## src/polyline_point_at_arc_assert.svh

```systemverilog
// Assertion macros used by the polyline point-at-arc back module.
`ifndef POLYLINE_POINT_AT_ARC_ASSERT_SVH
`define POLYLINE_POINT_AT_ARC_ASSERT_SVH

// Implication checked on every rising clock edge outside reset.
`define PPA_ASSERT_IMPL(label, clk, rst_n, a, c) \
    label: assert property (@(posedge clk) disable iff (!rst_n) (a) |-> (c)) \
        else $error("assertion failed");

// Next-cycle implication checked outside reset.
`define PPA_ASSERT_NEXT(label, clk, rst_n, a, c) \
    label: assert property (@(posedge clk) disable iff (!rst_n) (a) |=> (c)) \
        else $error("assertion failed");

`endif

```

## src/ppa_ram.sv

```systemverilog
// Generic single-port-write, single-port-read RAM with registered read.
module ppa_ram #(
    parameter int WIDTH = 32,
    parameter int DEPTH = 64
) (
    input  logic                     clk,
    input  logic                     wr_en,
    input  logic [$clog2(DEPTH)-1:0] wr_addr,
    input  logic [WIDTH-1:0]         wr_data,
    input  logic [$clog2(DEPTH)-1:0] rd_addr,
    output logic [WIDTH-1:0]         rd_data
);

    logic [WIDTH-1:0] mem [DEPTH];

    always_ff @(posedge clk)
    begin
        if (wr_en)
        begin
            mem[wr_addr] <= wr_data;
        end
        rd_data <= mem[rd_addr];
    end

endmodule

```

## config.mk

```make
export PLATFORM = sky130hd
export DESIGN_NAME = ppa_ram
export DESIGN_NICKNAME = d
export VERILOG_FILES = /design/src/polyline_point_at_arc_assert.svh /design/src/ppa_ram.sv
export SDC_FILE = /design/constraint.sdc
export NUM_CORES = 2
export LEC_CHECK = 0
export BUFFER_PORTS_ARGS = -buffer_cell sky130_fd_sc_hd__buf_2
export CAP_MARGIN = 20
export CORE_ASPECT_RATIO = 1.75
export CORE_MARGIN = 10
export CORE_UTILIZATION = 35
export CTS_CLUSTER_SIZE = 10
export DETAILED_ROUTE_END_ITERATION = 8
export PLACE_DENSITY_LB_ADDON = 0.1
export SETUP_SLACK_MARGIN = 0.2
export SYNTH_ARGS = -nofsm -noshare
export SYNTH_HDL_FRONTEND = slang
export SYNTH_SLANG_ARGS = --single-unit
```

## constraint.sdc

```tcl
create_clock -name clk -period 5 [get_ports clk]
set_clock_uncertainty 0.1 [all_clocks]
set_input_delay 0.5 -clock clk [delete_from_list [all_inputs] [get_ports clk]]
set_output_delay 0.5 -clock clk [all_outputs]
set_load 0.01 [all_outputs]
```

== After elaboration in Yosys (flattened, before gate mapping) ==
Memories as Yosys holds them, arrays and structs flattened. A register that Yosys moved wholly into a read port is not among the register bits.
Index checks and enable logic that the tools add are counted.
W data, S select, Z words.

* Bits in registers: 0
* Memory bits (writable): 2048
* Input bits: 46
* Output and inout bits: 32
* Logic and storage cells: 3
* Memories kept: 1

* Mux-type cells: 2

{| class="wikitable"
|+ Memories
! name !! words !! bits a word !! read ports !! clocked after memory_dff !! write ports !! line !! source
|-
| mem || 64 || 32 || 1 || 1 || 1 || ppa_ram.sv:14 || <nowiki>logic [WIDTH-1:0] mem [DEPTH];</nowiki>
|}

{| class="wikitable"
|+ Operators with widths
! operator !! count
|-
| $mux W1 || 2
|}

== Longest topological paths before layout ==
* Depth after elaboration: 2
* Mapped depth: 10

== Worst setup path after synthesis ==
Ideal clock, no wire load.

* Path type: input -> register
* Start: input wr_addr[3]
* End: memory mem[48][0] (enable)
* Library setup time: 461 ps
* Arrival: 3199 ps
* Required time: 4439 ps
* Slack: 1240 ps
* Stages: 4
* Cell sequence: clkbuf_1 nor2b_1 nand4b_1 nor3_1

{| class="wikitable"
|+ RTL lines
! element !! line !! source
|-
| start, declared || ppa_ram.sv:8 || <nowiki>input logic [$clog2(DEPTH)-1:0] wr_addr,</nowiki>
|-
| end, declared || ppa_ram.sv:14 ||
|}

Straight into the memory's write port.

==> impl.org <==
** Timing
- The total count of hold-check failures in the final report is 0.
- Achievable frequency :: 327 MHz
- At the pin with the least slew margin, the transition time is 1.14 ns.
- Setup total negative slack on the finished layout was measured at 0 ns.
- In this run the tightest slew margin relative to its limit is 0.237.
- In the finished design, the share of the clock period the worst path needs comes to 0.611.
- The number of max-slew violations in the final report came to 0.
- Final min period :: 3.05 ns
- Final setup violation count :: 0
- The worst path meets setup with 1.95 ns of slack.
- Setup repair after global routing left no endpoint under its margin.

** GRT
- The first global-routing pass estimated 334 mm of wire.
- Number of antenna violations at the first check in global routing :: 17
- Entering global routing, the biggest net connects 65 pins.
- The via count of the first global-routing pass is 39700.
- For this run the aggregate overflow at the end of global routing stands at 0.
- Across every metal layer, demand over resource in global routing totals 0.198.

** Setup path
- Required time at the endpoint of the critical path :: 5.60 ns
- The critical path is of the in2reg type.
- For flop-to-flop paths, the worst setup slack is 2.24 ns.
- Highest cell delay on the worst timing path :: 0.77 ns
- Arr. time, crit path :: 3.65 ns
- Measured in cells, the most critical reg-to-reg path has a length of 5.
- Worst-path cell chain :: buf_8 > buf_12 > buf_4 > mux4_2 > mux2i_1 > nor2_1 > o32ai_1 > nor3_1
- Highest fanout seen on the critical path :: 51
- STA classifies the critical path endpoint as a flop.
- Element type at the critical path start :: primary input
- Cell at the slowest stage of the critical path :: o32ai_1

** CTS
- Clock latency on the worst-skew pair, taken at its later pin, is 0.87 ns.
- Setup bufs post-CTS :: 0
- # H-tree levels :: 4
- Clock-pin slew was measured on the worst setup and hold paths at 0.06 ns.
- Post-CTS resize count :: 0
- CTS saw 2080 sinks.
- CTS Buf Count :: 234
- Clock tree from TritonCTS :: built
- Number of buffers on the longest clock path :: 4
- The cell sitting at the root of the clock tree is a clkbuf_16.

** Synthesis
- Mux share of post-synthesis cell area :: 0.168
- Main combinational cell family by area after synthesis :: multiplexers
- Async S/R FF share, synth :: 0
- The number of different library cells used by synthesis comes to 34.
- Synth Warn # :: 0
- Synthesized-area fraction occupied by xor and xnor cells :: 0
- Per-instance average area after synthesis :: 23.6 µm²
- In this run the cell area of the synthesized design comes to 78500 µm².
- For this run, the register share of the synthesized area comes to 0.791.
- Area share of and/or/nand/nor cells after synthesis :: 0.0127
- In this run, synthesis produced a sequential element count of 2080.
- Synthesized instance count :: 3324
- Number of enable flip-flop cells after synthesis :: 2048
- Synthesized-area fraction occupied by adder cells :: 0
- The compound-gate portion of the synthesized area came to 0.0167.
- When the netlist entered floorplanning its net count stood at 3370.
- Most used flip-flop cell after synthesis :: edfxtp_1

** Drt
- The detail route stage leaves a number of antenna-violating nets equal to 0.
- Before antenna repair, the detailed router went through 5 iterations.
- Count of routing violations after the opening detailed-route iteration :: 3267
- The detailed router placed 36800 vias in this run.
- Detailed-routed wire length on met2 :: 133 mm
- The routed design has 244 mm of wire.
- In the final routed layout, each cell accounts on average for 36.4 µm.
- Metal1 wirelength :: 89.9 mm
- The routed design uses 11.3 mm of met3 wire.
- Routed signal wires occupy layers up through met5.
- In the routed design, unresolved DRC markers number 0.
- Routed via count divided by cell count :: 5.49

** Finish
- Layout Nets :: 3704
- Final-layout fill cell count :: 19500
- Layout area overhead :: 15.1%
- At the end of the flow the core is filled with cells to 0.404.
- Share of cells above drive strength 1 :: 0.301

** Floorplan
- DIE AREA :: 244000 µm²
- The initial utilization of the core area, before any placement, comes to 0.351.
- For this design the top-level I/O count stands at 78.
- The region available for standard cell placement spans 224000 µm².
- The die is 378 µm wide.
- Row generation in the floorplan step produced 230 rows.
- In this run the vertical extent of the chip is 647 µm.

** Power and ir drop
- Worst vdd ir :: 0.308 mV
- Internal Power :: 28.6 mW
- Share of power burned in the clock network :: 0.413
- Logic pwr share :: 0.055
- Part of the power in registers :: 0.532
- Switching power as a share of total power :: 0.218
- In this run the power spent charging and discharging nets is 7.97 mW.
- For this design the static power due to leakage is 27.9 nW.
- Cell area power density :: 404 nW/µm²

** Min path
- Cell depth of the worst hold path :: 2
- Hold Crit Class :: in2reg

** Status
- The flow ran to the end, and the final reports show no timing, DRC or antenna violations.

** Placed design
- Number of input and output port buffers inserted :: 77
- At the end of routability-driven placement, the weighted congestion stood at 0.775.
- Post-Place Setup Slack :: 0.998 ns
- Post-DP HPWL :: 146 mm

** Run
- Max-capacitance violation count :: 0
==> worst paths after layout <==
| check | start | end |
|---|---|---|
| min reg2reg | mem[29][8] | rd_data[8] |
| max | rd_addr[0] | rd_data[4] |
| max reg2reg | mem[15][23] | rd_data[23] |
| min | wr_data[23] | mem[11][23] |
==> metrics by stage <==
stage                     std cells  hold WS [ns]  instance area, µm²  power (mW)
after floorplan                3324         0.499               78500        20.7
after detailed placement       6321         0.727               83900        21.9
after global routing           6685         0.221               90300        37.6
after CTS                      6683         0.168               90300        37.0
final                          6704         0.215               90400        36.5
after global placement         6317         0.688               83900        21.8
==> power groups by stage <==
stage | clock (mW) | combinational, mW | sequential [mW]
after floorplan | 0 | 0.939 | 19.7
after global placement | 0 | 2.04 | 19.8
after detailed placement | 0 | 2.07 | 19.8
after CTS | 15.5 | 2.07 | 19.4
after global routing | 16.1 | 2.11 | 19.4
final | 15.1 | 2.00 | 19.4
==> cell usage after synthesis, types with 3 or more instances <==
master	number	area, µm²
a21oi_1	62	310
a22oi_1	12	90.1
a311oi_1	8	70.1
a41o_1	4	40.0
and3_1	4	25.0
buf_1	21	78.8
buf_2	57	285
buf_4	25	188
buf_6	5	56.3
clkbuf_1	74	278
dfxtp_1	32	641
edfxtp_1	2048	61500
mux2i_1	93	931
mux4_2	544	12300
nand2_1	26	97.6
nand2b_1	8	50.1
nand3_1	5	25.0
nand3b_1	5	37.5
nor2_1	137	514
nor2b_1	15	93.8
nor3_1	7	35.0
o221ai_1	27	236
o22ai_1	84	526
o32ai_1	4	35.0
or3_1	3	18.8
or3b_2	3	26.3
==> final cells by class <==
class,instances,area [µm²],area share
flip-flops and latches,2080,62100,0.688
multi-input cells,1062,16000,0.177
clock buffers,356,6330,0.0701
well taps,2900,3630,0.0402
repair buffers,280,2160,0.0239
diodes,21,52.6,0.000582
clock inverters,5,51.3,0.000568
==> critical path: cells and delay by family <==
| family | cells | cell delay [ns] |
|---|---|---|
| AND/OR/NAND/NOR | 2 | 0.26 |
| AO/OA/AOI/OAI | 1 | 0.77 |
| buffers and inverters | 3 | 1.21 |
| multiplexers | 2 | 0.74 |
==> layout by cell type, fill, tap and decap left out, drive strengths merged, types with 2 or more instances in the layout <==
master and n:
mux2i 93, a311oi 8, a22oi 12, nor2b 15
nand3 5, clkbuf 356, dfxtp 32, clkinv 4
nor3 7, and2 2, and3 4, o22ai 84
or3 3, o32ai 4, a21oi 62, or3b 5
nand2b 8, nand2 26, nand4 2, o221ai 27
or2 3, nor2 137, a41o 4, nand3b 5
diode 21, buf 279, mux4 544, edfxtp 2048
==> cell families (layout without fill, tap and decap cells) <==
group / after synthesis / after routing
AOI/OAI and AO/OA: 202 / 202
buffers and inverters: 182 / 641
DFF: 2080 / 2080
muxes: 637 / 637
other: 0 / 21
and+or+nand+nor: 223 / 223
==> sequential cells by signal, indices dropped and copies added, names as in the netlist <==
name	count
mem	2048
rd_data	32
==> layer usage <==
metal / vias to the layer above / global-route usage
met1: 20400 / 0.232
met5: - / 0
li1: 14900 / -
met3: 337 / 0.0257
met4: 6 / 0.0718
met2: 1113 / 0.368
==> what timing repair did <==
action / in CTS / in global routing
hold buffers: 1 / 0
endpoints found under the hold margin: 16 / 0
endpoints found under the setup margin: 0 / 0
No activity file was read; power rests on OpenSTA's default activity.
