<file path="src/polyline_point_at_arc_assert.svh">
// Assertion macros used by the polyline point-at-arc back module.
`ifndef POLYLINE_POINT_AT_ARC_ASSERT_SVH
`define POLYLINE_POINT_AT_ARC_ASSERT_SVH

// Implication checked on every rising clock edge outside reset.
`define PPA_ASSERT_IMPL(label, clk, rst_n, a, c) \
    label: assert property (@(posedge clk) disable iff (!rst_n) (a) |-> (c)) \
        else $error("assertion failed");

// Next-cycle implication checked outside reset.
`define PPA_ASSERT_NEXT(label, clk, rst_n, a, c) \
    label: assert property (@(posedge clk) disable iff (!rst_n) (a) |=> (c)) \
        else $error("assertion failed");

`endif

</file>
<file path="src/ppa_pkg.sv">
// Shared types and constants for the polyline point-at-arc block.
package ppa_pkg;

    localparam logic OP_LOAD  = 1'b0;
    localparam logic OP_QUERY = 1'b1;

    localparam logic [1:0] REG_SAMPLE_COUNT = 2'd0;
    localparam logic [1:0] REG_TOTAL_LENGTH = 2'd1;
    localparam logic [1:0] REG_MIN_SEGMENT  = 2'd2;

    // Query item passed from front to back.
    typedef struct packed {
        logic signed [31:0] arc;
    } query_t;

endpackage

</file>
<file path="src/ppa_back.sv">
// Back: scans lengths, divides serially and interpolates one query.
`include "polyline_point_at_arc_assert.svh"
module ppa_back #(
    parameter int MAX_SAMPLES = 64
) (
    input  logic                           clk,
    input  logic                           rst_n,
    input  logic                           q_valid,
    input  ppa_pkg::query_t                q_data,
    output logic                           q_ready,
    output logic                           busy,
    input  logic [$clog2(MAX_SAMPLES):0]   count,
    input  logic [31:0]                    total_length,
    input  logic [15:0]                    min_seg,
    output logic [$clog2(MAX_SAMPLES)-1:0] rd_addr,
    input  logic [31:0]                    rd_x,
    input  logic [31:0]                    rd_y,
    input  logic [31:0]                    rd_len,
    output logic                           out_valid,
    input  logic                           out_stall,
    output logic signed [31:0]             point_x,
    output logic signed [31:0]             point_y
);

    localparam int AW = $clog2(MAX_SAMPLES);

    typedef enum logic [10:0] {
        S_IDLE  = 11'b00000000001,
        S_RD0   = 11'b00000000010,
        S_LD0   = 11'b00000000100,
        S_SCAN  = 11'b00000001000,
        S_CHK   = 11'b00000010000,
        S_DIV   = 11'b00000100000,
        S_RDA   = 11'b00001000000,
        S_LDA   = 11'b00010000000,
        S_MULX  = 11'b00100000000,
        S_MULY  = 11'b01000000000,
        S_OUT   = 11'b10000000000
    } state_t;

    state_t              state_reg, state_next;
    logic [AW-1:0]       idx_reg, idx_next;
    logic signed [32:0]  arc_reg;
    logic [31:0]         lo_reg;
    logic [31:0]         seg_reg;
    logic [48:0]         rem_reg;
    logic [16:0]         t_reg;
    logic [4:0]          bit_reg;
    logic [31:0]         ax_reg, ay_reg;
    logic signed [32:0]  dx_reg, dy_reg;
    logic signed [50:0]  prod_reg;
    logic [31:0]         ox_reg, oy_reg;
    logic                direct_reg;
    logic                ov_reg;
    logic [AW:0]         n_w;
    logic [AW-1:0]       last_w;
    logic                far_w;
    logic signed [33:0]  seg_w;
    logic signed [33:0]  num_w;
    logic [48:0]         rem_sh;
    logic signed [50:0]  prod_w;
    logic signed [34:0]  res_w;

    assign n_w    = (count > (AW+1)'(MAX_SAMPLES)) ? (AW+1)'(MAX_SAMPLES) : count;
    assign last_w = AW'(n_w - 1'b1);
    assign q_ready = (state_reg == S_IDLE) && !ov_reg;
    assign busy = (state_reg != S_IDLE);
    assign out_valid = ov_reg;
    assign point_x = ox_reg;
    assign point_y = oy_reg;

    // Arc at or past the end length answers with the last sample
    assign far_w = (n_w > (AW+1)'(1)) && (arc_reg > 0)
                   && (arc_reg >= $signed({1'b0, total_length}));

    // Segment length and numerator; the numerator is clamped when it is stored
    assign seg_w = $signed({2'b0, rd_len}) - $signed({2'b0, lo_reg});
    assign num_w = arc_reg - $signed({2'b0, lo_reg});
    assign rem_sh = {rem_reg[47:0], 1'b0};
    // Blend product for the current coordinate
    assign prod_w = ((state_reg == S_MULX) ? dx_reg : dy_reg) * $signed({1'b0, t_reg});
    assign res_w = $signed({{3{(state_reg == S_OUT ? ay_reg[31] : ax_reg[31])}},
                   (state_reg == S_OUT ? ay_reg : ax_reg)}) + 35'(prod_reg >>> 16);

    always_comb
    begin
        rd_addr = idx_reg;
        unique case (state_reg)
            S_RD0:   rd_addr = far_w ? last_w : idx_reg;
            S_SCAN:  rd_addr = idx_reg + 1'b1;
            S_RDA:   rd_addr = idx_reg - 1'b1;
            default: rd_addr = idx_reg;
        endcase
    end

    always_comb
    begin
        state_next = state_reg;
        idx_next   = idx_reg;
        unique case (state_reg)
            S_IDLE:  if (q_valid && !ov_reg) state_next = S_RD0;
            S_RD0:   state_next = S_LD0;
            S_LD0:   state_next = direct_reg ? S_MULX : S_SCAN;
            S_SCAN:  state_next = S_CHK;
            S_CHK:   state_next = S_SCAN;
            S_DIV:   if (bit_reg == 5'd0) state_next = S_RDA;
            S_RDA:   state_next = S_LDA;
            S_LDA:   state_next = S_MULX;
            S_MULX:  state_next = S_MULY;
            S_MULY:  state_next = S_OUT;
            S_OUT:   state_next = S_IDLE;
            default: state_next = S_IDLE;
        endcase
        if (state_reg == S_IDLE && q_valid && !ov_reg)
        begin
            idx_next = '0;
        end
        // Step to the end point of the next segment
        if (state_reg == S_SCAN)
        begin
            idx_next = idx_reg + 1'b1;
        end
        if (state_reg == S_CHK)
        begin
            if (arc_reg <= $signed({1'b0, rd_len}))
            begin
                state_next = (seg_w > $signed({18'b0, min_seg})) ? S_DIV : S_RDA;
            end
            else if (idx_reg == last_w)
            begin
                state_next = S_OUT;
            end
        end
    end

    always_ff @(posedge clk or negedge rst_n)
    begin
        if (!rst_n)
        begin
            state_reg <= S_IDLE;
            idx_reg   <= '0;
            ov_reg    <= 1'b0;
        end
        else
        begin
            state_reg <= state_next;
            idx_reg   <= idx_next;
            if (ov_reg && !out_stall)
            begin
                ov_reg <= 1'b0;
            end
            if (state_reg == S_OUT)
            begin
                ov_reg <= 1'b1;
            end
        end
    end

    always_ff @(posedge clk)
    begin
        unique case (state_reg)
            S_IDLE:
            begin
                arc_reg <= {q_data.arc[31], q_data.arc};
                t_reg   <= '0;
            end
            S_LD0:
            begin
                // Classify: direct answers skip the scan
                dx_reg <= '0;
                dy_reg <= '0;
                lo_reg <= rd_len;
                if (n_w == '0)
                begin
                    ox_reg <= '0;
                    oy_reg <= '0;
                    ax_reg <= '0;
                    ay_reg <= '0;
                end
                else
                begin
                    ox_reg <= rd_x;
                    oy_reg <= rd_y;
                    ax_reg <= rd_x;
                    ay_reg <= rd_y;
                end
            end
            S_CHK:
            begin
                ox_reg  <= rd_x;
                oy_reg  <= rd_y;
                seg_reg <= seg_w[31:0];
                if (num_w < 0)
                begin
                    rem_reg <= '0;
                end
                else if (num_w > seg_w)
                begin
                    rem_reg <= {17'b0, seg_w[31:0]};
                end
                else
                begin
                    rem_reg <= {17'b0, num_w[31:0]};
                end
                bit_reg <= 5'd16;
                t_reg   <= '0;
                if (!(arc_reg <= $signed({1'b0, rd_len})))
                begin
                    lo_reg <= rd_len;
                end
            end
            S_DIV:
            begin
                // Restoring division, one quotient bit per cycle
                if (bit_reg == 5'd16)
                begin
                    if (rem_reg[31:0] >= seg_reg)
                    begin
                        t_reg   <= 17'h10000;
                        rem_reg <= '0;
                    end
                    else
                    begin
                        rem_reg <= rem_sh;
                    end
                end
                else if (rem_reg >= {17'b0, seg_reg})
                begin
                    t_reg[bit_reg] <= 1'b1;
                    rem_reg <= (rem_reg - {17'b0, seg_reg}) << 1;
                end
                else
                begin
                    rem_reg <= rem_sh;
                end
                if (bit_reg != 5'd0)
                begin
                    bit_reg <= bit_reg - 1'b1;
                end
            end
            S_LDA:
            begin
                ax_reg <= rd_x;
                ay_reg <= rd_y;
                dx_reg <= $signed({ox_reg[31], ox_reg}) - $signed({rd_x[31], rd_x});
                dy_reg <= $signed({oy_reg[31], oy_reg}) - $signed({rd_y[31], rd_y});
            end
            S_MULX:
            begin
                prod_reg <= prod_w;
            end
            S_MULY:
            begin
                ox_reg   <= res_w[31:0];
                prod_reg <= prod_w;
            end
            S_OUT:
            begin
                if (!direct_reg && idx_reg != '0 && t_reg != 17'h1ffff)
                begin
                    oy_reg <= res_w[31:0];
                end
            end
            default:
            begin
            end
        endcase
    end

    // Direct cases never enter the scan; a scan with no segment found ends likewise
    always_ff @(posedge clk)
    begin
        if (state_reg == S_RD0)
        begin
            direct_reg <= (n_w <= (AW+1)'(1)) || (arc_reg <= 0)
                          || (arc_reg >= $signed({1'b0, total_length}));
        end
        else if (state_reg == S_LD0 && !(n_w <= (AW+1)'(1) || arc_reg <= 0)
                 && arc_reg >= $signed({1'b0, total_length}))
        begin
            direct_reg <= 1'b1;
        end
        else if (state_reg == S_CHK && !(arc_reg <= $signed({1'b0, rd_len}))
                 && idx_reg == last_w)
        begin
            direct_reg <= 1'b1;
        end
    end

    `PPA_ASSERT_IMPL(a_no_accept_busy, clk, rst_n, q_ready, state_reg == S_IDLE)
    `PPA_ASSERT_NEXT(a_out_after_done, clk, rst_n, state_reg == S_OUT, out_valid)
    `PPA_ASSERT_IMPL(a_t_range, clk, rst_n, state_reg == S_MULX, t_reg <= 17'h10000)

endmodule

</file>
<file path="config.mk">
export PLATFORM = sky130hd
export DESIGN_NAME = ppa_back
export DESIGN_NICKNAME = d
export VERILOG_FILES = /design/src/ppa_pkg.sv /design/src/ppa_back.sv
export VERILOG_INCLUDE_DIRS = /design/src /design/src/src
export SDC_FILE = /design/constraint.sdc
export NUM_CORES = 2
export LEC_CHECK = 0
export ABC_AREA = 1
export BUFFER_PORTS_ARGS = -buffer_cell sky130_fd_sc_hd__buf_2
export CAP_MARGIN = 40
export CORE_UTILIZATION = 50
export CTS_CLUSTER_SIZE = 30
export DETAILED_ROUTE_END_ITERATION = 10
export GPL_ROUTABILITY_DRIVEN = 1
export PLACE_DENSITY = 0.7
export SYNTH_ARGS = -nofsm -noshare
export SYNTH_HDL_FRONTEND = slang
export SYNTH_SLANG_ARGS = --single-unit
</file>
<file path="constraint.sdc">
create_clock -name clk -period 6.6 [get_ports clk]
set_clock_uncertainty 0.15 [all_clocks]
set_input_delay 0.33 -clock clk [delete_from_list [all_inputs] [get_ports clk]]
set_output_delay 0.33 -clock clk [all_outputs]
set_load 0.05 [all_outputs]
</file>
# After elaboration in Yosys (flattened, before gate mapping)
# Cells that the tools add are included.
# word_totals
regBits	428
input_bits	187
output_inout_bits	73
elab_cells	148
# op_classes
n_addsub	10
n_mul	1
order_cmp	14
n_eq_ne	20
muxes	45
bitwise	1
n_reduce_logical	40
# ops
op	n
$mux W32	7
$pmux W32 S2	3
$pmux W32 S3	2
$mux W49	3
$pmux W33 S2	2
$pmux W11 S10	1
$sub A32 B32 Y33	3
$pmux W49 S2	1
$mux W11	5
$mul A51 B18 Y48	1
$mux W17	3
$mux W51	1
$ge A49 B32 Y1	1
$sub A48 B32 Y48	1
$gt A34 B33 Y1	1
$lt A34 B1 Y1 const B	1
$pmux W17 S2	1
$sub A32 B33 Y34	1
$ge A32 B33 Y1	1
$gt A33 B17 Y1	1
$le A32 B33 Y1	1
$add A32 B32 Y32	1
$ge A32 B32 Y1	1
$gt A32 B1 Y1 const B	1
48 further kinds	87

# Logic depth before layout (Yosys ltp)
# logic_depth
ltp_word	9
mapped_depth	37
ltp_nobuf	36

# Worst setup path before layout
# OpenSTA, ideal clock, no wires.
# synth_timing
kind	register -> register
startpoint	register state_reg[0]
endpoint	register prod_reg[43], data pin
setup_ps	259
t_arrival_ps	6673
t_required_ps	6191
path_slack_ps	-482
path_stages_with_launch	35
n_path_buf	2
synth_period_minus_slack_ps	7082
path_cell_list	dfstp_2 > nor2_1 > inv_2 > nor2_4 > nand2_2 > inv_2 > nand4_4 > inv_2 > clkbuf_1 > or2_2 > o21ai_1 > buf_2 > nor2_1 > fa_1 > inv_1 > fa_1 > fa_1 > inv_1 > fa_1 > fa_1 > inv_1 > fa_1 > inv_1 > ha_1 > a21oi_1 > o21ai_0 > a21oi_1 > nor2_1 > a211oi_1 > o21ai_0 > nand2_1 > nand2_1 > nand2_1 > nand2_1 > xor2_1
# synth_via
elab_chain_len	3
# synth_rtl
item	line	text
start: declaration	ppa_back.sv:41	state_t state_reg, state_next;
start signal: assignment	ppa_back.sv:146	state_reg <= state_next;
$eq A11 B9 Y1	ppa_back.sv:81	assign prod_w = ((state_reg == S_MULX) ? dx_reg : dy_reg) * $signed({1'b0, t_reg});
$mux W51	ppa_back.sv:81	
$mul A51 B18 Y48	ppa_back.sv:81	
via prod_w[43]	ppa_back.sv:61	logic signed [50:0] prod_w;
end signal: assignment	ppa_back.sv:250	prod_reg <= prod_w;
end signal: assignment	ppa_back.sv:255	prod_reg <= prod_w;
end: declaration	ppa_back.sv:51	logic signed [50:0] prod_reg;
# The timed path passes the listed nets, and every way through them passes these cells.
# A chain may end at the register's enable or synchronous reset.

# Final worst setup path
# layout_timing
startpoint	register state_reg[1]
endpoint	register prod_reg[42], data pin
# The elaborated chain is that of the path after synthesis.

==> impl_metrics.yaml <==
die:
  num_rows: 116
  fp.dieW_um: 322
  die_h_um: 322
  num_io_pins: 260
  die_area_sq_um: 103000
  placeableCoreArea_sq_um: 101000
  floorplan.initialDensity_pct: 50.7
placement:
  dpl_worst_slack_ns: -0.808
  dp_hpwl_mm: 137
  gp_congestion: 1.00
  io_buffers: 259
timing:
  rsz0062_at_grt: "yes"
  finalCritPeriodShare_pct: 111
  relSlewSlack_pct: 42.0
  slew_viol_final: 0
  hold_slack_ns: 0.0356
  fmax_ghz: 0.136
  hold_viol: 0
  layout_setup_ws_ns: -0.742
  setup_viol: 31
  worst_pin_slew_ns: 0.869
  period_needed_ns: 7.34
synthesis:
  synth-seq-area-share_pct: 24.0
  synthFlopType: "edfxtp_1"
  synth.avg_cell_area_sq_um: 7.93
  ys_seq_elements: 412
  netlist_area_sq_um: 51100
  synth_mux_area_share_pct: 0.588
  synth_xor_area_share_pct: 2.55
  synth_compound_gate_area_share_pct: 10.8
  yosysUniqueCellTypes: 68
  synth_simple_gate_area_share_pct: 19.9
  synth_fp_nets: 7574
  synth_top_family_by_area: "adder cells"
  synth-adder-area-share_pct: 30.8
  synth_edf_count: 394
  syn_inst: 6441
  async_reset_ff_share_pct: 4.37
  yosysWarnings: 0
setup_path:
  worst_ep_required_time_ns: 6.82
  cp-end-kind: "register"
  cp_common_cell: "fa_1"
  arrival_ns: 7.57
  r2r_end: "prod_reg[42]$_DFFE_PP_"
  cp_slowest_cell: "fa_1"
  reg2reg_slack_ns: -0.74
  worst_setup_path_start_kind: "register"
  crit_fanout: 6
  crit_type: "reg -> reg"
  r2r-start: "state_reg[1]$_DFF_PN0_"
  cpPeakStageDelay_ns: 0.60
  reg2reg_depth: 34
detailed_routing:
  wl_mm: 173
  drtIter0Drc: 4608
  drc_errors: 0
  via_per_inst: 5.51
  vias: 47400
  wire_per_inst_um: 20.1
  drt_first_pass_iters: 8
  ant_nets: 0
run_status:
  violations: "setup timing"
  status: "finished, violations left"
global_routing:
  track_usage_pct: 33.5
  grt-ovfl-total: 0
  grt_pass1_vias: 47400
  grt_pass1_wl_mm: 266
  antenna_found_initial: 9
  grt_max_degree: 64
min_path:
  hold_depth: 3
  hold_end: "ax_reg[17]$_DFFE_PP_"
  worst_hold_path_type: "in -> reg"
  hold_start: "rd_x[17]"
cells_and_area:
  area_growth_syn_to_layout_pct: 22.4
  largest_register_ffs: 49
  fin_util_pct: 62.1
  multiInputGateArea_sq_um: 34800
  layout.nets: 8338
  seqCellArea_sq_um: 12300
  drive_above_1_share_pct: 17.6
  n_fill_cell: 8660
clocking:
  clock_latency_ns: 0.65
  cts_root_buf: "clkbuf_16"
  clk_path_buf_depth: 3
  numCtsBuffers: 47
  clk_pin_slew_ns: 0.06
  cts_tree: "done"
  cts_max_level: 2
  clock_sinks: 412
flow_run:
  cap_violations: 0
placed cells by master (no fill, tap or decap), drive strengths merged, types with 73 or more instances in the layout:
master	n
nand2	1176
dlygate4sd3	130
edfxtp	394
xor2	99
ha	426
a21oi	427
o21ai	337
buf	720
nor2	750
inv	1381
nand3	246
nand4	73
fa	520
final cells by class:
class                           instances  area share (%)
Inverter                             1383            8.38
Clock inverter                         37           0.796
Sequential cell                       412            19.6
Multi-Input combinational cell       4510            55.7
Antenna cell                            8          0.0320
Timing Repair inverter                  1          0.0140
Tap cell                             1357            2.72
Timing Repair Buffer                  850            10.8
Clock buffer                           50            1.90
worst max-delay path by stage:
| stage | endpoint | cells past startpoint | start | slack, ns |
|---|---|---|---|---|
| 2_1_floorplan | prod_reg[44]$_DFFE_PP_ | 29 | state_reg[0]$_DFF_PN1_ | -0.05 |
| 3_3_place_gp | prod_reg[40]$_DFFE_PP_ | 30 | state_reg[6]$_DFF_PN0_ | -0.77 |
| 5_1_grt | prod_reg[42]$_DFFE_PP_ | 34 | state_reg[1]$_DFF_PN0_ | -0.96 |
| 3_5_place_dp | prod_reg[40]$_DFFE_PP_ | 30 | state_reg[6]$_DFF_PN0_ | -0.81 |
| 4_1_cts | prod_reg[45]$_DFFE_PP_ | 36 | state_reg[0]$_DFF_PN1_ | -0.50 |
| 6_report | prod_reg[42]$_DFFE_PP_ | 34 | state_reg[1]$_DFF_PN0_ | -0.74 |
worst max-delay path: cells and delay by family, from the launching register on:
kind	cells	cell delay, ns
adders and majority gates	7	3.34
DFF	1	0.38
xor gates and xnor gates	1	0.15
and+or+nand+nor	13	1.13
buffers and inverters	8	1.04
AOI/OAI and AO/OA	5	0.82
what timing repair did:
action,4_1_cts,5_1_grt
cloned,2,0
endpoints found under the hold margin,197,0
pin swaps,122,112
setup buffers,72,23
gates resized for setup,279,152
hold buffers,130,0
setup endpoints to repair,32,32
routing by layer:
metal  up-vias  global-route usage, %  part of all wire (%)
met5         -                      0                0.0052
met1     22600                   48.5                    43
met4         2                   9.34                   3.1
met2      2475                   50.5                    43
li1      22000                      -                     -
met3       359                   7.20                    11
logic make-up (layout without fill, tap and decap cells):
family,Yosys count,after routing
AND/OR/NAND/NOR,2413,2413
flip-flops,412,412
other,0,8
AO/OA/AOI/OAI,974,974
adder cells (fa/ha/maj),946,946
multiplexers,30,30
buffers and inverters,1519,2321
XOR/XNOR,147,147
per-stage QoR:
step,setup TNS (ns),cells,area (sq um)
6_report,-13.83,8608,62500
5_1_grt,-21.27,8606,62500
4_1_cts,-10.07,8581,61800
3_5_place_dp,-15.71,8293,56900
3_3_place_gp,-14.95,8290,56800
2_1_floorplan,-0.111,6441,51500
cells in the mapped netlist (all sizes together), types with 9 or more instances:
library cell / count / share of area, %
a31oi: 25 / 0.31
a21boi: 9 / 0.14
nand3: 246 / 2.5
o31ai: 11 / 0.17
or2: 50 / 0.61
o21a: 42 / 0.62
xor2: 99 / 1.7
nand4: 73 / 0.94
o22ai: 19 / 0.23
nor4: 31 / 0.41
nand3b: 12 / 0.20
o21ai: 337 / 3.5
mux2i: 30 / 0.59
xnor2: 48 / 0.85
a21o: 18 / 0.26
nor3: 64 / 0.71
nand2: 1176 / 8.7
o21bai: 26 / 0.38
a211oi: 12 / 0.18
edfxtp: 394 / 23
fa: 520 / 20
buf: 45 / 0.53
a21oi: 427 / 4.2
dfrtp: 17 / 0.83
o211ai: 28 / 0.42
clkbuf: 91 / 0.67
clkinv: 11 / 0.081
nor2: 750 / 5.7
ha: 426 / 10
inv: 1372 / 10
Power is left out: the tool's default activity adds up to more than one toggle a clock period on the data nets, which glitch-free logic cannot reach.
