## config.mk

```make
export PLATFORM = sky130hd
export DESIGN_NAME = ppa_front
export DESIGN_NICKNAME = d
export VERILOG_FILES = /design/src/polyline_point_at_arc_assert.svh /design/src/ppa_pkg.sv /design/src/ppa_front.sv
export SDC_FILE = /design/constraint.sdc
export NUM_CORES = 1
export LEC_CHECK = 0
export BUFFER_PORTS_ARGS = -buffer_cell sky130_fd_sc_hd__clkbuf_2
export CORE_UTILIZATION = 38
export DETAILED_ROUTE_END_ITERATION = 10
export PLACE_DENSITY = 0.75
export REMOVE_ABC_BUFFERS = 1
export SLEW_MARGIN = 20
export SYNTH_ARGS = -nofsm -noshare
export SYNTH_HDL_FRONTEND = slang
export SYNTH_SLANG_ARGS = --single-unit
```

## constraint.sdc

```tcl
create_clock -name clk -period 2.18 [get_ports clk]
set_input_delay 0.109 -clock clk [delete_from_list [all_inputs] [get_ports clk]]
set_output_delay 0.109 -clock clk [all_outputs]
set_load 0.05 [all_outputs]
```

## src/polyline_point_at_arc_assert.svh

```systemverilog
// Assertion macros used by the polyline point-at-arc back module.
`ifndef POLYLINE_POINT_AT_ARC_ASSERT_SVH
`define POLYLINE_POINT_AT_ARC_ASSERT_SVH

// Implication checked on every rising clock edge outside reset.
`define PPA_ASSERT_IMPL(label, clk, rst_n, a, c) \
    label: assert property (@(posedge clk) disable iff (!rst_n) (a) |-> (c)) \
        else $error("assertion failed");

// Next-cycle implication checked outside reset.
`define PPA_ASSERT_NEXT(label, clk, rst_n, a, c) \
    label: assert property (@(posedge clk) disable iff (!rst_n) (a) |=> (c)) \
        else $error("assertion failed");

`endif

```

## src/ppa_pkg.sv

```systemverilog
// Shared types and constants for the polyline point-at-arc block.
package ppa_pkg;

    localparam logic OP_LOAD  = 1'b0;
    localparam logic OP_QUERY = 1'b1;

    localparam logic [1:0] REG_SAMPLE_COUNT = 2'd0;
    localparam logic [1:0] REG_TOTAL_LENGTH = 2'd1;
    localparam logic [1:0] REG_MIN_SEGMENT  = 2'd2;

    // Query item passed from front to back.
    typedef struct packed {
        logic signed [31:0] arc;
    } query_t;

endpackage

```

## src/ppa_front.sv

```systemverilog
// Front: accepts items, forwards loads to storage and queries to the queue.
module ppa_front (
    input  logic                clk,
    input  logic                rst_n,
    input  logic                in_valid,
    output logic                in_stall,
    input  logic                operation,
    input  logic signed [31:0]  arc_position,
    output logic                load_en,
    output logic                q_valid,
    output ppa_pkg::query_t     q_data,
    input  logic                q_ready,
    input  logic                back_busy
);

    logic            full_reg, full_next;
    ppa_pkg::query_t data_reg;

    // One-entry queue toward the back part; loads wait while a query reads storage
    assign in_stall = full_reg || (back_busy && operation == ppa_pkg::OP_LOAD);
    assign load_en  = in_valid && !in_stall && (operation == ppa_pkg::OP_LOAD);
    assign q_valid  = full_reg;
    assign q_data   = data_reg;

    always_comb
    begin
        full_next = full_reg;
        if (full_reg && q_ready)
        begin
            full_next = 1'b0;
        end
        if (in_valid && !full_reg && operation == ppa_pkg::OP_QUERY)
        begin
            full_next = 1'b1;
        end
    end

    always_ff @(posedge clk or negedge rst_n)
    begin
        if (!rst_n)
        begin
            full_reg <= 1'b0;
        end
        else
        begin
            full_reg <= full_next;
        end
    end

    always_ff @(posedge clk)
    begin
        if (in_valid && !full_reg)
        begin
            data_reg.arc <= arc_position;
        end
    end

endmodule

```

Word level (Yosys, flattened, before mapping)
Index checks and enable logic that the tools add are counted.

cells by class
  mux-type cells = 2
  bitwise gates (word level) = 1
  reduce and logical (&&, ||, !) cells = 10

operators with widths
  cell                count
  1-bit logical AND   6
  1-bit logical NOT   2
  1-bit two-way mux   2
  2-bit nonzero test  1
  1-bit logical OR    1
  1-bit inverter      1

storage, ports and cells
  bits in registers = 33
  input bits = 38
  output and inout bits = 35
  logic and storage cells = 15

Depth between registers and ports, before layout
Gate-level depths: netlist of the first run.

  depth in word-level cells = 6
  depth in mapped cells = 2
  mapped depth without buffers = 2

Least setup slack after synthesis of the first run
Ideal clock, no wire load.

  path type = reg2out
  from = register full_reg, in the netlist q_valid
  to = output load_en
  arrival = 2.371 ns
  data required time = 2.071 ns
  setup slack = -0.300 ns
  cell stages (with the launch flop) = 3
  path buffers = 0
  path through = dfrtp_1 nor2b_2 nor3b_2

on the way
  cells in the longest elaborated chain, start to end = 4

ends and longest elaborated chain
  what                             line             RTL
  start: declaration               ppa_front.sv:16  logic full_reg, full_next;
  start signal: assignment         ppa_front.sv:46  full_reg <= full_next;
  1-bit logical OR                 ppa_front.sv:20  assign in_stall = full_reg || (back_busy && operation == ppa_pkg::OP_LOAD);
  1-bit logical NOT                ppa_front.sv:21  assign load_en = in_valid && !in_stall && (operation == ppa_pkg::OP_LOAD);
  1-bit logical AND (2 in series)  ppa_front.sv:21
  end: declaration                 ppa_front.sv:9   output logic load_en,

Every way passes these cells.

Worst setup path after layout of the first run
Ends and elaborated chain as after synthesis.

==> flow_summary.ini, run 1 <==
[drt]
wl_per_cell_um = 14.7
num_vias = 834
first_pass_iters = 4
drtIter0Drc = 20
totalWireLength_mm = 2.73
ant_nets = 0
via_per_inst = 4.51
drc = 0

[die]
die_area_um2 = 2930
core-area_um2 = 2520
io_pins = 73
start_util = 0.410
fp.dieW_um = 54.2
die_h_um = 54.2
placementRows = 18

[critical_path]
start_kind = register
required_ns = 2.07
cp_max_fo = 4
setup.worst_path.end_class = output port
path_buf_inv = 1
max_stage_delay_ns = 0.46
crit_slowest_cell = dfrtp_1
cp_top_family = flip-flops
crit_chain = nor2b_2, nor3b_2, clkbuf_2
crit_arrival_ns = 1.52
path_class = register to output port

[global_routing]
gr-total-overflow = 0
grt_max_degree = 20
grt_pass1_vias = 879
antenna_found_initial = 0
grt_pass1_wl_mm = 3.87
grt.total_usage = 0.208

[clock_network]
cts_root_buf = clkbuf_4
clock-sinks = 33
clkTransAtPathRegs_ns = 0.11
numCtsBuffers = 5
h-tree-depth = 2
clk_path_buf_depth = 2
clock_latency_ns = 0.32
cts_tree = yes

[flow_run]
cap_violations = 0

[sta]
finalSetupViolCount = 0
finClkSkew_ns = 0.0178
drv_slew = 0
hold-worst-slack_ns = 0.0844
slew_headroom = 0.804
layout_min_cycle_time_ns = 1.63
worstMarginPinSlew_ns = 0.296
hold_violations = 0
period_share = 0.748
fmax_mhz = 613
rsz0062_at_grt = no

[logic_synthesis]
synth_warnings = 0
netlist_area_um2 = 1030
syn-instance-count = 39
synth_cell_types = 8
synth_seq_cells = 33
avgSynthCellArea_um2 = 26.5
synth.yosys.seq_area_share = 0.954

[cells_and_area]
final_cells = 185
area_growth_syn_to_layout_pct = 81.1
drive_gt1_frac = 0.542
num_antenna_cells = 0
nets = 192

[placement]
dp_cells = 143
dp_hpwl_mm = 1.40
io_buffers = 72
gp_routability_congestion = 0.695

[hold_path]
hp-class = input pin to asynchronous set/reset pin

[outcome]
outcome = complete, no violations

[pwr]
ir_drop_mv = 0.966
power_leakage_nw = 0.839
power_density_nw_per_um2 = 815
[power by group]
part           internal, mW  leakage, nW  switching, mW
logic                0.0971        0.476          0.205
clock network         0.274       0.0455          0.191
registers             0.745        0.317         0.0140
total                  1.12        0.839          0.411
[metal layers]
metal	GRT usage	part of all wire
met1	0.188	0.34
met2	0.368	0.51
met3	0.0876	0.12
met4	0.141	0.035
met5	0	0
[timing repair]
item / CTS / global route
setup buffers: 0 / 0
hold endpoints to repair: 34 / 0
gates resized for setup: 0 / 0
hold buffers: 34 / 0
[state kept, by name, indices dropped and copies added, names as in the netlist]
name / cells
q_valid: 1
q_data: 32
[cells in the final DEF, fill, tap and decap left out]
master / synthesis / routed
clkbuf_2: 0 / 72
dlygate4sd3_1: 0 / 34
edfxtp_1: 32 / 32
clkbuf_4: 0 / 5
buf_4: 0 / 2
nor2b_2: 1 / 1
inv_1: 1 / 1
a21o_2: 1 / 1
nor3b_2: 1 / 1
nand2_1: 1 / 1
mux2i_1: 1 / 1
clkbuf_8: 0 / 1
clkbuf_1: 0 / 1
bufinv_16: 0 / 1
dfrtp_1: 1 / 1
[layout make-up]
cell class              count  area [µm²]
flip-flops and latches     33         986
repair buffers            108         716
fillers                   165         651
clock buffers               7        55.1
multi-input cells           5        43.8
well taps                  30        37.5
clock inverters             1        30.0
inverters                   1        3.75
[worst paths after layout]
check	start	endpoint	slack [ns]	cells after the start
min	rst_n	q_valid$_DFFE_PN0P_	0.08	2
min in group clk	in_valid	q_valid$_DFFE_PN0P_	0.09	3
max in group asynchronous	rst_n	q_valid$_DFFE_PN0P_	2.01	2
min reg2reg	q_valid$_DFFE_PN0P_	q_valid$_DFFE_PN0P_	0.63	1
max reg2reg	q_valid$_DFFE_PN0P_	q_data[15]$_DFFE_PP_	0.92	2
max	q_valid$_DFFE_PN0P_	load_en	0.55	3
[cells by family (layout without fill, tap and decap cells)]
logic type,Yosys count,after routing,share of synthesized area
AND/OR/NAND/NOR,3,3,0.0242
buffers and inverters,1,117,0.00363
flip-flops,33,33,0.954
AO/OA/AOI/OAI,1,1,0.00848
multiplexers,1,1,0.00969
[worst register-to-register path, cell delays in order (launching register included)]
cell and delay (ns):
dfrtp_1 0.46, nor2b_2 0.19, buf_4 0.28
[through the flow]
step | setup WS, ns | power (mW) | utilization | TNS (ns) | instance area [µm²]
floorplan | -0.300 | 0.941 | - | -0.300 | 1030
global placement | 1.05 | 1.02 | 0.573 | 0 | 1450
global route | 0.511 | 1.58 | 0.742 | 0 | 1870
CTS | 0.646 | 1.52 | 0.742 | 0 | 1870
finish | 0.549 | 1.53 | 0.742 | 0 | 1870
detailed placement | 1.01 | 1.02 | 0.573 | 0 | 1450
[synth_stat cells]
library cell / count / area, µm²
mux2i_1: 1 / 10.0
nand2_1: 1 / 3.75
nor3b_2: 1 / 12.5
dfrtp_1: 1 / 25.0
edfxtp_1: 32 / 961
a21o_2: 1 / 8.76
nor2b_2: 1 / 8.76
inv_1: 1 / 3.75
Note: power is estimated with default switching activity, not from simulation.
==> run 2: changes to the inputs <==
==> constraint.sdc (replaced) <==
create_clock -name clk -period 1.7 [get_ports clk]
set_input_delay 0.085 -clock clk [delete_from_list [all_inputs] [get_ports clk]]
set_output_delay 0.085 -clock clk [all_outputs]
set_load 0.05 [all_outputs]
==> run 2 against run 1 <==
Worst hold slack worse by 0.072 ns. Final cell count unchanged. Cell area down 1.7%. Utilization down 1.3 points. Flip-flop and latch count unchanged. Largest cell class unchanged. Global-route usage down 2.1 points. Critical path type unchanged. Count of clock-buffer cells in the layout unchanged. Die area unchanged. Clock skew down 0.0020 ns. Highest routed layer unchanged. Setup slack worse by 0.36 ns. Sequential power up 28%.
==> flow_summary.ini, run 2 (synthesis gave the netlist of run 1 again) <==
[pwr]
ir_drop_mv = 0.854
power_leakage_nw = 0.819
power_density_nw_per_um2 = 956

[clock_network]
clkTransAtPathRegs_ns = 0.10
clock-sinks = 33
ctsResizeCount = 0
cts_root_buf = clkbuf_4
post-cts-setup-buffers = 0
numCtsBuffers = 5
cts_tree = yes
h-tree-depth = 2
clk_path_buf_depth = 2
cts_hold_repair.buffers = 34
clock_latency_ns = 0.33

[die]
placementRows = 18
io_pins = 73
start_util = 0.410
die_area_um2 = 2930
die_h_um = 54.2
fp.dieW_um = 54.2
core-area_um2 = 2520

[placement]
io_buffers = 72
gp_routability_congestion = 0.695
dp_cells = 143
dp_hpwl_mm = 1.36
placed_area_um2 = 1450

[critical_path]
start_kind = register
path_class = register to output port
cp_top_family = flip-flops
crit_arrival_ns = 1.42
path_buf_inv = 1
setup.worst_path.end_class = output port
crit_chain = nor2b_2, nor3b_2, clkbuf_2
cp_max_fo = 4
required_ns = 1.62
crit_slowest_cell = dfrtp_1
max_stage_delay_ns = 0.44

[global_routing]
grt_pass1_wl_mm = 3.44
grt_max_degree = 20
grt_pass1_vias = 830
antenna_found_initial = 0
grt.total_usage = 0.187
gr-total-overflow = 0

[drt]
first_pass_iters = 4
ant_nets = 0
num_vias = 810
via_per_inst = 4.38
wl_per_cell_um = 12.9
drtIter0Drc = 11
drc = 0
totalWireLength_mm = 2.40

[sta]
drv_slew = 0
slew_headroom = 0.806
fmax_mhz = 664
layout_min_cycle_time_ns = 1.51
finClkSkew_ns = 0.0159
period_share = 0.886
rsz0062_at_grt = no
hold_violations = 0
hold-worst-slack_ns = 0.0127
worstMarginPinSlew_ns = 0.293
finalSetupViolCount = 0
fin_tns_setup_ns = 0

[cells_and_area]
multi_input_area_um2 = 43.8
fin_area_um2 = 1840
num_antenna_cells = 0
layout_common_cells = clkbuf_2, dlygate4sd3_1, edfxtp_1
fillers = 158
largest_reg_flops = 32
final_common_cell = clkbuf_2
final_cells = 185
drive_gt1_frac = 0.535
regArea_um2 = 986
fin_util = 0.729
nets = 192
area_growth_syn_to_layout_pct = 78.0

[hold_path]
hp-class = input pin to register

[flow_run]
cap_violations = 0

[outcome]
outcome = complete, no violations
## run 2: changes by cell type in the layout (fill, tap and decap cells not counted)
cell / delta
clkbuf_1: +1
bufinv_16: -1
clkinvlp_4: +1
clkbuf_8: -1
## run 2: layer usage
| metal | share of wire | GRT usage | up-vias |
|---|---|---|---|
| met3 | 0.12 | 0.116 | 5 |
| met4 | 0.015 | 0.0983 | 0 |
| li1 | - | - | 383 |
| met2 | 0.51 | 0.311 | 55 |
| met5 | 0 | 0 | - |
| met1 | 0.35 | 0.175 | 367 |
## run 2: stage by stage
step                power, mW  setup slack, ns
global placement         1.30            0.568
detailed placement       1.31            0.545
CTS                      1.77            0.209
global route             1.83            0.117
finish                   1.76            0.193
floorplan                1.21           -0.756
## run 2: worst paths after layout
check	cells after the start	end	slack [ns]	startpoint
setup / recovery	3	load_en	0.19	q_valid$_DFFE_PN0P_
hold / removal	3	q_valid$_DFFE_PN0P_	0.01	in_valid
setup reg to reg	2	q_data[15]$_DFFE_PP_	0.50	q_valid$_DFFE_PN0P_
hold reg to reg	1	q_valid$_DFFE_PN0P_	0.57	q_valid$_DFFE_PN0P_
max in group asynchronous	2	q_valid$_DFFE_PN0P_	1.55	rst_n
min in group asynchronous	2	q_valid$_DFFE_PN0P_	0.07	rst_n
## run 2: layout make-up
type,instances,share of cell area
Clock buffer,7,0.0245
Sequential cell,33,0.536
Timing Repair Buffer,108,0.389
Tap cell,30,0.0204
Inverter,1,0.00204
Clock inverter,1,0.00408
Multi-Input combinational cell,5,0.0238
## run 2: worst min-delay path: cells and delay by family
kind | cells | cell delay, ns
buf+inv | 1 | 0.09
mux | 1 | 0.07
simple gates | 1 | 0.07
## run 2: report_power, final
part | internal, mW | leakage, nW | switching, mW
clock | 0.163 | 0.0255 | 0.241
combinational | 0.124 | 0.476 | 0.258
sequential | 0.955 | 0.317 | 0.0160
total | 1.24 | 0.819 | 0.515
==> run 3: changes to the inputs <==
==> constraint.sdc (replaced) <==
create_clock -name clk -period 1.7 [get_ports clk]
set_input_delay 0.085 -clock clk [delete_from_list [all_inputs] [get_ports clk]]
set_output_delay 0.085 -clock clk [all_outputs]
set_load 0.1 [all_outputs]
==> run 3 against run 2 <==
Flip-flop and latch count stayed put. Count of clock-buffer cells in the layout shrank 1. Wire length rose by 9.9%. Critical path depth did not move. Global-route usage up 3.0 points. Critical endpoint unchanged. Register-to-register slack worse by 0.09 ns. Maximum frequency shrank 2.4%. Combinational power increased by 54%. Largest cell class unchanged.
==> flow_summary.ini, run 3 (synthesis gave the netlist of run 1 again) <==
[critical_path]
setup.worst_path.end_class = output port
rr_startpoint = q_valid$_DFFE_PN0P_
rr_worst_depth = 2
r2r-end = q_valid$_DFFE_PN0P_
path_buf_inv = 1
cp_max_fo = 4
max_stage_delay_ns = 0.45
crit_slowest_cell = dfrtp_1
cp.depth = 3
crit_chain = nor2b_2, nor3b_2, buf_12
crit_arrival_ns = 1.46
start_kind = register
path_class = register to output port
rrSetupSlack_ns = 0.41
required_ns = 1.62
cp_top_family = flip-flops

[global_routing]
grt_pass1_vias = 895
gr-total-overflow = 0
grt.total_usage = 0.217
antenna_found_initial = 0
grt_pass1_wl_mm = 3.99
grt_max_degree = 19

[sta]
finalSetupViolCount = 0
rsz0062_at_grt = no
slew_headroom = 0.629
drv_slew = 0
finClkSkew_ns = 0.0136
period_share = 0.908
hold_violations = 0
layout_min_cycle_time_ns = 1.54
fmax_mhz = 648
hold-worst-slack_ns = 0.0431
worstMarginPinSlew_ns = 0.558

[die]
io_pins = 73
core-area_um2 = 2520
die_area_um2 = 2930
die_h_um = 54.2
fp.dieW_um = 54.2
placementRows = 18
start_util = 0.410

[drt]
via_per_inst = 4.52
num_vias = 840
drtIter0Drc = 10
totalWireLength_mm = 2.63
drc = 0
ant_nets = 0
first_pass_iters = 4
wl_per_cell_um = 14.2

[pwr]
p_switching_mw = 0.723
power_density_nw_per_um2 = 1050
power_leakage_nw = 0.834
intPower_mw = 1.24
pwr-share-comb = 0.300
ir_drop_mv = 0.846
p_seq_frac = 0.495
p_total_mw = 1.96
p_clk_frac = 0.205
p_sw_frac = 0.368

[cells_and_area]
drive_gt1_frac = 0.538
final_common_cell = clkbuf_2
num_antenna_cells = 0
layout_common_cells = clkbuf_2, dlygate4sd3_1, edfxtp_1
largest_reg_flops = 32
fin_area_um2 = 1860
area_growth_syn_to_layout_pct = 80.3
nets = 193

[outcome]
outcome = complete, no violations

[placement]
gp_routability_congestion = 0.682
dp_hpwl_mm = 1.39
io_buffers = 72
placed_area_um2 = 1460

[clock_network]
clock-sinks = 33
clk_path_buf_depth = 2
post-cts-setup-buffers = 0
h-tree-depth = 2
numCtsBuffers = 5
cts_tree = yes
cts_root_buf = clkbuf_4
clkTransAtPathRegs_ns = 0.10
clock_latency_ns = 0.34

[flow_run]
cap_violations = 0

[hold_path]
hp-class = input pin to asynchronous set/reset pin
[run 3: cell count changes in the layout (fill, tap and decap cells not counted), sizes merged]
| cell | change |
|---|---|
| dlygate4sd3 | +1 |
| buf | +1 |
| clkbuf | -2 |
| clkinvlp | -1 |
| clkinv | +2 |
[run 3: worst max path at each step]
| stage | to | start |
|---|---|---|
| after floorplan | load_en | q_valid$_DFFE_PN0P_ |
| after global placement | q_data[6]$_DFFE_PP_ | q_valid$_DFFE_PN0P_ |
| after detailed placement | q_data[14]$_DFFE_PP_ | q_valid$_DFFE_PN0P_ |
| after CTS | load_en | q_valid$_DFFE_PN0P_ |
| after global routing | load_en | q_valid$_DFFE_PN0P_ |
| final | load_en | q_valid$_DFFE_PN0P_ |
[run 3: what timing repair did]
item / CTS / global route
endpoints found under the hold margin: 34 / 0
gates resized for setup: 0 / 0
hold buffers: 35 / 0
[run 3: cell type report]
cell class              instances  area, µm²
clock buffers                   6       41.3
clock inverters                 2       10.0
fillers                       163        659
inverters                       1       3.75
multi-input cells               5       43.8
flip-flops and latches         33        986
well taps                      30       37.5
repair buffers                109        741
[run 3: power groups by stage]
stage | logic [mW] | clock network [mW] | registers [mW]
final | 0.590 | 0.402 | 0.972
after CTS | 0.584 | 0.418 | 0.971
after floorplan | 0.0529 | 0 | 1.35
after global placement | 0.516 | 0 | 0.988
after detailed placement | 0.519 | 0 | 0.989
after global routing | 0.608 | 0.451 | 0.978
[run 3: worst register-to-register path, cell delays in order (launching register included)]
cell	delay [ns]
dfrtp_1	0.46
mux2i_1	0.22
dlygate4sd3_1	0.57
[run 3: layer usage]
| metal | track usage | wire length (µm) | up-vias |
|---|---|---|---|
| li1 | - | - | 386 |
| met3 | 0.110 | 299 | 13 |
| met1 | 0.220 | 948 | 380 |
| met4 | 0.154 | 109 | 0 |
| met2 | 0.341 | 1280 | 61 |
| met5 | 0 | 0 | - |
[run 3: through the flow]
| step | cells | worst slack [ns] | TNS [ns] | util |
|---|---|---|---|---|
| floorplan | 39 | -1.56 | -17.40 | - |
| global placement | 143 | 0.578 | 0 | 0.579 |
| detailed placement | 143 | 0.527 | 0 | 0.579 |
| CTS | 186 | 0.201 | 0 | 0.739 |
| global route | 186 | 0.0861 | 0 | 0.739 |
| finish | 186 | 0.156 | 0 | 0.739 |
